--- config.mk ---
export PLATFORM = sky130hd
export DESIGN_NAME = vlmq_place
export DESIGN_NICKNAME = d
export VERILOG_FILES = /design/src/rtl/vlmq_pkg.sv /design/src/rtl/vlmq_place.sv
export SDC_FILE = /design/constraint.sdc
export NUM_CORES = 1
export LEC_CHECK = 0
export ABC_AREA = 1
export BUFFER_PORTS_ARGS = -buffer_cell sky130_fd_sc_hd__buf_2
export CORE_MARGIN = 2
export CORE_UTILIZATION = 50
export DETAILED_ROUTE_END_ITERATION = 6
export GPL_ROUTABILITY_DRIVEN = 0
export PLACE_DENSITY = 0.91
export SLEW_MARGIN = 5
export SYNTH_ARGS = -nofsm -noshare
export SYNTH_HDL_FRONTEND = slang
export SYNTH_SLANG_ARGS = --single-unit
--- constraint.sdc ---
create_clock -name vclk -period 6.1
set_input_delay 1.22 -clock vclk [all_inputs]
set_output_delay 1.22 -clock vclk [all_outputs]
set_load 0.01 [all_outputs]
--- src/rtl/vlmq_pkg.sv ---
// shared constants, codes and types for the variable-length message queue
// no dependencies
`default_nettype none

package vlmq_pkg;

  // byte ring and descriptor queue geometry
  localparam int POOL_BYTES   = 4096;
  localparam int OFS_W        = 12;
  localparam int LEN_W        = 12;
  localparam int MAX_MESSAGES = 255;
  localparam int SLOT_W       = 8;
  localparam int DESC_DEPTH   = 2 ** SLOT_W;
  localparam int DESC_W       = OFS_W + LEN_W;

  // transfer modes
  localparam logic [1:0] MODE_BEGIN = 2'd0;
  localparam logic [1:0] MODE_WRITE = 2'd1;
  localparam logic [1:0] MODE_READ  = 2'd2;
  localparam logic [1:0] MODE_CLEAR = 2'd3;

  // result status codes
  localparam logic [2:0] ST_OK       = 3'd0;
  localparam logic [2:0] ST_NO_DESC  = 3'd1;
  localparam logic [2:0] ST_NO_SPACE = 3'd2;
  localparam logic [2:0] ST_EMPTY    = 3'd3;
  localparam logic [2:0] ST_SEQ      = 3'd4;

  typedef struct packed {
    logic [2:0]       status;
    logic [7:0]       data_out;
    logic [LEN_W-1:0] head_length;
    logic             last_byte;
    logic             queue_empty;
  } res_t;

  // outcome of placing a new message in the ring
  typedef struct packed {
    logic [2:0]       status;
    logic [OFS_W-1:0] start;
    logic [OFS_W-1:0] new_wofs;
  } place_t;

endpackage

`default_nettype wire

--- src/rtl/vlmq_place.sv ---
// placement check for a new message in the byte ring
// depends on vlmq_pkg
`default_nettype none

module vlmq_place
  import vlmq_pkg::*;
(
  input  wire logic [OFS_W-1:0]  wofs,
  input  wire logic [OFS_W-1:0]  rel,
  input  wire logic [LEN_W-1:0]  len,
  input  wire logic [SLOT_W-1:0] queued,
  input  wire logic              open_wr,
  output place_t                 place
);

  logic [OFS_W:0] sum;
  logic           fit_here;

  assign sum = {1'b0, wofs} + {1'b0, len};

  assign fit_here = ((wofs >= rel) && (sum < (OFS_W+1)'(POOL_BYTES))) ||
                    ((wofs < rel) && (sum < {1'b0, rel}));

  always_comb begin
    place.status   = ST_OK;
    place.start    = wofs;
    place.new_wofs = sum[OFS_W-1:0];
    if (open_wr || (len == '0)) begin
      place.status = ST_SEQ;
    end else if (queued >= SLOT_W'(MAX_MESSAGES)) begin
      place.status = ST_NO_DESC;
    end else if (fit_here) begin
      place.start    = wofs;
      place.new_wofs = sum[OFS_W-1:0];
    end else if (len < rel) begin
      place.start    = '0;
      place.new_wofs = len;
    end else begin
      place.status = ST_NO_SPACE;
    end
  end

endmodule

`default_nettype wire

### Word level (Yosys, flattened, before mapping)

Index checks and enable logic that the tools add are counted.

| operators by class | value |
|---|---|
| $add $sub $neg | 1 |
| multiply operators | 0 |
| div/mod/pow operators | 0 |
| $lt $le $gt $ge | 6 |
| equality and inequality tests | 0 |
| shift-type cells | 0 |
| muxes and demuxes | 8 |
| bitwise operators | 0 |
| reduce and logical (&&, ||, !) cells | 5 |

Operator list:

| kind | number |
|---|---|
| 24-bit 2-to-1 mux | 4 |
| 12-bit < comparator | 2 |
| 12-bit by 12-bit adder with 13-bit output | 1 |
| 13-bit by 12-bit < comparator with 1-bit output | 1 |
| 13-bit < comparator, second input constant | 1 |
| 12-bit >= comparator | 1 |
| 12-bit logical NOT | 1 |
| 8-bit >= comparator, second input constant | 1 |
| 2-bit 2-to-1 mux | 3 |
| 3-bit 2-to-1 mux | 1 |
| 1-bit logical AND | 2 |
| 1-bit logical OR | 2 |

| storage, ports and cells | value |
|---|---|
| flip-flop bits (word level) | 0 |
| bits in latches | 0 |
| bits in writable memories | 0 |
| bits in read-only memories | 0 |
| output and inout port bits | 27 |
| memories | 0 |

### Logic depth before layout (Yosys ltp)

Gate-level depths: netlist (run 1).

| depth | value |
|---|---|
| word-level depth | 7 |
| gate-level depth with buffers | 18 |
| depth with buffers taken out | 18 |

### Worst setup path before layout (run 1)

No wires, ideal clock.

| path | value |
|---|---|
| path type | input port to output port |
| start | input port wofs[0] |
| end | output port place[11] (netlist name) |
| arrival time | 3.545 ns |
| data required time | 4.880 ns |
| setup slack | 1.335 ns |
| cell stages on the path | 17 |
| cells stage by stage | ha_1 > inv_1 > fa_1 > o21ai_2 > nand2_2 > nand3_1 > a21oi_1 > xor2_1 > ha_1 > a21oi_1 > o21bai_1 > nor2_1 > nand3_2 > nand4_4 > buf_6 > nand2_1 > nand2_1 |

RTL lines:

| element | RTL line | text |
|---|---|---|
| start: declaration | vlmq_place.sv:8 | `input wire logic [OFS_W-1:0] wofs,` |
| end: declaration | vlmq_place.sv:13 | `output place_t place` |

==> impl_metrics.env, run 1 <==
export IMPL_rsz0062_at_grt="false"
export IMPL_synth_top_cell_area_share_pct=31.5
export IMPL_max_freq_mhz=184
export IMPL_cpMaxStageDelayCell="fa_1"
export IMPL_final_hold_violation_count=0
export IMPL_dp_hpwl_um=4360
export IMPL_critPathTopFamily="simple AND/OR/NAND/NOR gates"
export IMPL_route_final_wire_length_um=4950
export IMPL_power_leakage_nw=1.44
export IMPL_fin_nets=470
export IMPL_critPathArrivalTime_ns=4.23
export IMPL_synth_nets=398
export IMPL_hold_path_class="input port to primary output"
export IMPL_pin_count=72
export IMPL_grt_ovfl_total=0
export IMPL_synth_area_leader_cell="ha_1"
export IMPL_ir_worst_vdd_mv=0.0717
export IMPL_first_pass_iters=4
export IMPL_relSlewSlack_pct=69.0
export IMPL_hold_buffers=0
export IMPL_rows=21
export IMPL_use_met2_pct=47.8
export IMPL_top_usage_layer="met2"
export IMPL_die_h_um=64.5
export IMPL_finalWorstSetupSlack_ns=0.652
export IMPL_drt_iter0_drc=85
export IMPL_yosysMostFrequentCell="nand2_1"
export IMPL_netlist_area_um2=1830
export IMPL_yosysSeqAreaShare_pct=0
export IMPL_worstSetupPathType="input port to primary output"
export IMPL_n_clock_buffer=0
export IMPL_cpPeakStageDelay_ns=0.42
export IMPL_synth_cell_types=33
export IMPL_combPwrFrac_pct=100.0
export IMPL_p_sw_uw=162
export IMPL_n_sequential_cell=0
export IMPL_p_sw_share_pct=60.3
export IMPL_cp_num_buf_inv=3
export IMPL_post_route_period_util_pct=89.3
export IMPL_timing_setup_tns_ns=0
export IMPL_seq_area_um2=0
export IMPL_postRouteAntennaNets=0
export IMPL_avgViaCountPerCell=5.05
export IMPL_yosysWarnings=0
export IMPL_post_cts_buffers=0
export IMPL_p_total_uw=268
export IMPL_final_util_pct=65.2
export IMPL_grt_util_met3_pct=1.04
export IMPL_clock_power_share_pct=0
export IMPL_grt_pass1_vias=2082
export IMPL_ctsResizeCount=0
export IMPL_grtUsageMet1_pct=30.2
export IMPL_start_util_pct=53.5
export IMPL_drv_slew=0
export IMPL_path_max_fanout=24
export IMPL_place_inst=422
export IMPL_final_cells=422
export IMPL_synthTopCellsByArea="ha_1, nand2_1, inv_1, a21oi_1, nor2_1"
export IMPL_syn_avg_cell_area_um2=5.97
export IMPL_grt_pass1_wl_um=8600
export IMPL_fin_crit_ns=5.45
export IMPL_grt_max_degree=25
export IMPL_core_area_um2=3420
export IMPL_dpl_worst_slack_ns=0.707
export IMPL_antenna_found_initial=0
export IMPL_diodes=0
export IMPL_syn_inst=306
export IMPL_status="complete, no violations"
export IMPL_drive_gt1_share_pct=23.1
export IMPL_setup_viol=0
export IMPL_num_fill_cells=328
export IMPL_netlist_top_cells_count="nand2_1, inv_1, ha_1"
export IMPL_end_kind="primary output"
export IMPL_startpoint_type="input port"
export IMPL_drc=0
export IMPL_crit_required_ns=4.88
export IMPL_die_area_um2=4160
export IMPL_grt_total_usage_pct=24.5
export IMPL_area_growth_pct=21.8
export IMPL_crit_chain="buf_2 -> ha_1 -> inv_1 -> fa_1 -> o21ai_2 -> nand2_2 -> nand3_1 -> a21oi_1 -> xor2_1 -> ha_1 -> nand2_1 -> nor2_1 -> nand2_1 -> nand3_2 -> nand4_4 -> a21oi_2 -> buf_2"
export IMPL_port_buffers=72
export IMPL_p_seq_share_pct=0
export IMPL_routedWlPerCell_um=11.7
export IMPL_vias=2130
export IMPL_fp_dieW_um=64.5
export IMPL_maxCapViolations=0
export IMPL_tightestPinTransition_ns=0.460
export IMPL_p_int_uw=107
export IMPL_p_per_area_nw_per_um2=120
## cell type report
| class | count | area, µm² | area share [%] |
|---|---|---|---|
| inverters | 59 | 221 | 9.94 |
| multi-input cells | 245 | 1590 | 71.3 |
| well taps | 46 | 57.6 | 2.58 |
| repair buffers | 72 | 360 | 16.2 |
## power groups by stage
stage                     sequential, mW  clock (mW)  combinational (mW)
after detailed placement               0           0               0.265
after global routing                   0           0               0.304
final                                  0           0               0.268
after CTS                              0           0               0.266
after floorplan                        0           0               0.182
after global placement                 0           0               0.257
## per-stage QoR
step	hold WS [ns]	cell area (µm²)
floorplan	2.54	1830
global placement	2.74	2230
detailed placement	2.75	2230
CTS	2.75	2230
global route	2.77	2230
finish	2.74	2230
## per-layer routing
metal	routed length [µm]	share of wire, %
met1	2090	42
met2	2480	50
met3	307	6.2
met4	70	1.4
met5	0	0
## cells by family (layout without fill, tap and decap cells)
kind of cell,count (synthesis),after routing,share of synthesized area [%]
adder cells (fa/ha/maj),47,47,32.6
AO/OA/AOI/OAI,42,42,15.2
buffers and inverters,61,131,13.1
AND/OR/NAND/NOR,147,147,34.8
XOR/XNOR,9,9,4.31
## tightest hold or removal path, delay by kind of cell
family | cells | cell delay (ns)
buffers and inverters | 3 | 0.25
and+or+nand+nor | 1 | 0.05
## path summary, 6_finish.rpt
kind / startpoint / end / slack (ns) / cells past startpoint
min: wofs[7] / place[19] / 2.74 / 4
max: len[0] / place[5] / 0.65 / 17
## layout by cell type (no fill, tap or decap), types with 2 or more instances in the layout
cell,instances
nand3_1,8
nand3_2,2
nor4_1,3
xnor2_1,3
o21a_1,2
o211ai_1,2
nand2_1,102
nor2_1,16
a21oi_2,3
a21oi_1,22
o21bai_1,5
nor3_1,5
inv_1,59
nor2_2,3
xor2_1,6
buf_2,72
nand4_1,3
ha_1,46
No activity file was read; power rests on OpenSTA's default activity.
==> inputs of run 2 (changes only) <==
Settings changed: ABC_AREA 1 to not set, PLACE_DENSITY 0.91 to 0.93.
==> run 2 against run 1 <==
  * Cell count shrank 16%
  * The flow now finishes with violations (negative setup slack)
  * Die area is 12% lower
  * Sequential share of layout area unchanged
  * Largest cell class unchanged
  * Critical endpoint is now place[20]
  * Worst setup slack lost 0.82 ns
  * Total power rose by 21%
  * Critical path type unchanged
  * Area after synthesis is 13% lower
  * Largest power group unchanged
==> impl_metrics.env, run 2 <==
export IMPL_crit_required_ns=4.88
export IMPL_n_sequential_cell=0
export IMPL_grt_total_usage_pct=29.6
export IMPL_die_area_um2=3650
export IMPL_grt_max_degree=12
export IMPL_ir_worst_vdd_mv=0.0832
export IMPL_seq_area_um2=0
export IMPL_finalWorstSetupSlack_ns=-0.171
export IMPL_diodes=0
export IMPL_end_kind="primary output"
export IMPL_syn_avg_cell_area_um2=7.91
export IMPL_path_max_fanout=7
export IMPL_rows=20
export IMPL_multi_input_area_um2=1550
export IMPL_timing_setup_tns_ns=-1.35
export IMPL_cpMaxStageDelayCell="fa_1"
export IMPL_setup_viol=16
export IMPL_yosysSeqAreaShare_pct=0
export IMPL_tightestPinTransition_ns=0.429
export IMPL_area_growth_pct=47.4
export IMPL_max_freq_mhz=159
export IMPL_grt_pass1_vias=1978
export IMPL_antenna_found_initial=0
export IMPL_worstSetupPathType="input port to primary output"
export IMPL_violations="negative setup slack"
export IMPL_p_per_area_nw_per_um2=138
export IMPL_startpoint_type="input port"
export IMPL_final_util_pct=77.4
export IMPL_critPathArrivalTime_ns=5.05
export IMPL_netlist_area_um2=1590
export IMPL_start_util_pct=52.5
export IMPL_worstHoldPathCells=4
export IMPL_final_cell_mix="buf_2, ha_1, buf_4"
export IMPL_netlist_top_cells_count="ha_1, a21oi_1, inv_1"
export IMPL_yosysWarnings=0
export IMPL_crit_chain="buf_2 -> ha_1 -> inv_1 -> fa_1 -> nand2b_1 -> a21oi_2 -> nand2b_4 -> a21o_1 -> a21oi_1 -> xnor2_1 -> ha_1 -> a2111oi_2 -> o21ai_1 -> a32oi_2 -> buf_4 -> a211oi_4 -> buf_4 -> buf_4 -> nor2b_1 -> buf_2"
export IMPL_synthTopCellsByArea="ha_1, mux2_4, a21oi_1, inv_1, nor2b_1"
export IMPL_place_inst=344
export IMPL_drc=0
export IMPL_hp_start="open_wr"
export IMPL_final_hold_violation_count=0
export IMPL_n_clock_buffer=0
export IMPL_drv_slew=0
export IMPL_die_h_um=60.4
export IMPL_first_pass_iters=4
export IMPL_routedWlPerCell_um=17.1
export IMPL_synth_nets=293
export IMPL_grt_pass1_wl_um=8280
export IMPL_route_final_wire_length_um=6050
export IMPL_fin_nets=405
export IMPL_synth_cell_types=39
export IMPL_final_common_cell="buf_2"
export IMPL_avgViaCountPerCell=5.83
export IMPL_synth_top_cell_area_share_pct=36.2
export IMPL_fin_crit_ns=6.27
export IMPL_cpPeakStageDelay_ns=0.38
export IMPL_synth_area_leader_cell="ha_1"
export IMPL_postRouteAntennaNets=0
export IMPL_syn_inst=201
export IMPL_dp_hpwl_um=4310
export IMPL_vias=2071
export IMPL_hold_buffers=0
export IMPL_relSlewSlack_pct=71.1
export IMPL_status="complete, but fails checks"
export IMPL_crit_top_cell="buf_4"
export IMPL_core_area_um2=3030
export IMPL_num_fill_cells=218
export IMPL_final_cells=355
export IMPL_holdPathEnd="place[26]"
export IMPL_post_route_period_util_pct=103
export IMPL_hold_path_class="input port to primary output"
export IMPL_maxCapViolations=0
export IMPL_fp_dieW_um=60.4
export IMPL_pin_count=72
export IMPL_drt_iter0_drc=123
export IMPL_drive_gt1_share_pct=42.1
export IMPL_port_buffers=72
export IMPL_power_leakage_nw=1.29
export IMPL_grt_ovfl_total=0
export IMPL_yosysMostFrequentCell="ha_1"
==> run 2: changes by cell type in the layout (fill, tap and decap cells not counted), sizes merged, moves of 5 or more <==
cell / delta
a21oi: -6
inv: -39
nand2b: +8
o21ai: +11
mux2: +11
nor2b: +12
nand3: -8
a21o: +6
nor2: -12
a211oi: +5
buf: +39
nand2: -94
==> run 2: worst max-delay path by stage <==
stage,startpoint,to,cells past startpoint
after floorplan,wofs[0],place[10],16
after global placement,wofs[0],place[2],17
after detailed placement,wofs[0],place[4],17
after CTS,wofs[0],place[6],18
after global routing,wofs[0],place[20],20
final,wofs[0],place[20],20
==> run 2: logic make-up (layout without fill, tap and decap cells) <==
| kind of cell | after synthesis | in the layout | share of synthesized area [%] |
|---|---|---|---|
| compound gates | 60 | 61 | 24.2 |
| xor+xnor | 9 | 9 | 4.96 |
| fa+ha+maj | 47 | 47 | 37.5 |
| buf+inv | 22 | 131 | 5.91 |
| mux | 12 | 12 | 10.1 |
| simple gates | 51 | 51 | 17.4 |
==> run 2: critical path: cells and delay by family <==
| kind | cells | cell delay (ns) |
|---|---|---|
| compound gates | 7 | 1.35 |
| xor+xnor | 1 | 0.25 |
| fa+ha+maj | 3 | 0.89 |
| buf+inv | 6 | 0.83 |
| simple gates | 3 | 0.49 |
==> run 2: per-stage QoR <==
step                      instance area (µm²)  hold WS [ns]  power (mW)  worst slack [ns]
after global placement                   2200          2.77       0.260            -0.226
final                                    2340          2.78       0.323            -0.171
after detailed placement                 2200          2.77       0.272            -0.333
after floorplan                          1590          2.55       0.166             0.626
after global routing                     2340          2.78       0.343            -0.221
after CTS                                2260          2.77       0.285            0.0662
==> run 2: per-layer routing <==
metal | track usage (%) | up-vias | wire (µm)
li1 | - | 965 | -
met1 | 31.1 | 954 | 2280
met2 | 60.2 | 134 | 3170
met3 | 2.35 | 18 | 403
met4 | 10.2 | 0 | 203
met5 | 0 | - | 0
==> run 2: report_power, final <==
| part | total, mW | internal (mW) | switching, mW |
|---|---|---|---|
| logic | 0.323 | 0.162 | 0.162 |
| registers | 0 | 0 | 0 |
| clock network | 0 | 0 | 0 |
| total | 0.323 | 0.162 | 0.162 |
==> run 2: what timing repair did <==
item | 4_1_cts | 5_1_grt
setup endpoints to repair | 24 | 15
gates resized for setup | 2 | 7
buffers inserted | 2 | 8
pin swaps | 1 | 5
hold endpoints to repair | 0 | 0
cloned | 1 | 0
==> run 2: layout make-up <==
cell class         count  area share (%)
inverters             20            3.21
multi-input cells    180            66.0
well taps             44            2.35
repair buffers       111            28.4
==> inputs of run 3 (changes only) <==
Settings changed: SETUP_SLACK_MARGIN set to 0.1.
==> run 3 against run 2 <==
  * The run now ends clean
  * Combinational power is 3% higher
  * Maximum frequency is 3.4% higher
  * Worst setup slack better by 0.21 ns
  * Hold slack better by 0.0088 ns
  * Die area stayed put
  * Non-clock buffer count is 2 higher
  * Largest power group unchanged
==> impl_metrics.env, run 3 (same netlist as run 2, synthesis figures left out) <==
export IMPL_end_kind="primary output"
export IMPL_grt_pass1_vias=1978
export IMPL_ir_worst_vdd_mv=0.0838
export IMPL_postRouteAntennaNets=0
export IMPL_grt_ovfl_total=0
export IMPL_grt_pass1_wl_um=8280
export IMPL_antenna_found_initial=0
export IMPL_crit_top_cell="buf_4"
export IMPL_fin_nets=407
export IMPL_n_sequential_cell=0
export IMPL_pin_count=72
export IMPL_drive_gt1_share_pct=44.4
export IMPL_routedWlPerCell_um=17.2
export IMPL_hold_path_class="input port to primary output"
export IMPL_die_area_um2=3650
export IMPL_drc=0
export IMPL_area_growth_pct=51.7
export IMPL_route_final_wire_length_um=6160
export IMPL_crit_required_ns=4.88
export IMPL_final_cell_mix="buf_2, ha_1, buf_4"
export IMPL_tightestPinTransition_ns=0.422
export IMPL_dp_hpwl_um=4310
export IMPL_max_freq_mhz=165
export IMPL_startpoint_type="input port"
export IMPL_final_hold_violation_count=0
export IMPL_p_per_area_nw_per_um2=138
export IMPL_die_h_um=60.4
export IMPL_critPathArrivalTime_ns=4.84
export IMPL_cp_num_buf_inv=5
export IMPL_port_buffers=72
export IMPL_cpPeakStageDelay_ns=0.31
export IMPL_power_leakage_nw=1.32
export IMPL_p_total_uw=332
export IMPL_hold_buffers=0
export IMPL_timing_setup_tns_ns=0
export IMPL_final_common_cell="buf_2"
export IMPL_start_util_pct=52.5
export IMPL_drt_iter0_drc=111
export IMPL_worstSetupPathType="input port to primary output"
export IMPL_avgViaCountPerCell=5.84
export IMPL_post_route_period_util_pct=99.4
export IMPL_fin_crit_ns=6.06
export IMPL_multi_input_area_um2=1600
export IMPL_relSlewSlack_pct=71.6
export IMPL_maxCapViolations=0
export IMPL_num_fill_cells=207
export IMPL_first_pass_iters=4
export IMPL_drv_slew=0
export IMPL_grt_max_degree=12
export IMPL_grt_total_usage_pct=29.6
export IMPL_n_clock_buffer=0
export IMPL_whs_ns=2.79
export IMPL_cpMaxStageDelayCell="ha_1"
export IMPL_crit_chain="buf_2 -> ha_1 -> a211o_1 -> a21oi_2 -> a21oi_2 -> o22ai_2 -> o21ai_0 -> xnor2_1 -> ha_1 -> nor2b_1 -> a2111oi_2 -> o21ai_1 -> a32oi_2 -> buf_4 -> a211oi_4 -> buf_4 -> buf_4 -> nor2b_1 -> buf_2"
export IMPL_vias=2085
export IMPL_fp_dieW_um=60.4
export IMPL_setup_viol=0
export IMPL_status="complete, no violations"
export IMPL_rows=20
export IMPL_seq_area_um2=0
export IMPL_critPathTopFamily="compound AO/OA/AOI/OAI gates"
export IMPL_core_area_um2=3030
export IMPL_path_max_fanout=7
export IMPL_diodes=0
==> run 3: final cells by class <==
cell class	count	area share, %
Inverter	20	3.12
Tap cell	44	2.28
Timing Repair Buffer	113	28.2
Multi-Input combinational cell	180	66.4
==> run 3: what timing repair did <==
item                       4_1_cts  5_1_grt
hold endpoints to repair         0        0
gates cloned                     1        0
buffers inserted                 2       10
resized for setup                2       16
pin swaps                        1       11
setup endpoints to repair       24       24
==> run 3: worst min-delay path, delay by kind of cell <==
kind | cells | cell delay (ns)
buffers and inverters | 3 | 0.29
AO/OA/AOI/OAI | 1 | 0.06
==> run 3: power by group <==
group,internal (mW),switching (mW),total (mW)
Sequential,0,0,0
Clock,0,0,0
Combinational,0.167,0.165,0.332
Total,0.167,0.165,0.332
==> run 3: path summary, 6_finish.rpt <==
kind    start         to  depth (start not counted)
max   wofs[1]  place[20]                         19
min   open_wr  place[26]                          4
==> run 3: routing by layer <==
metal | vias up | part of all wire, % | wire length, µm | GRT usage, %
met5 | - | 0 | 0 | 0
met4 | 0 | 4.5 | 275 | 10.2
met3 | 34 | 6.4 | 393 | 2.35
met2 | 131 | 53 | 3260 | 60.2
met1 | 951 | 36 | 2220 | 31.1
li1 | 969 | - | - | -
==> run 3: metrics by stage <==
step           cells  instance area, µm²  util (%)  worst slack, ns
2_1_floorplan    201                1590         -            0.626
3_3_place_gp     344                2200      72.8           -0.226
3_5_place_dp     344                2200      72.8           -0.333
4_1_cts          347                2260      74.6           0.0662
5_1_grt          357                2410      79.6          -0.0527
6_report         357                2410      79.6           0.0377
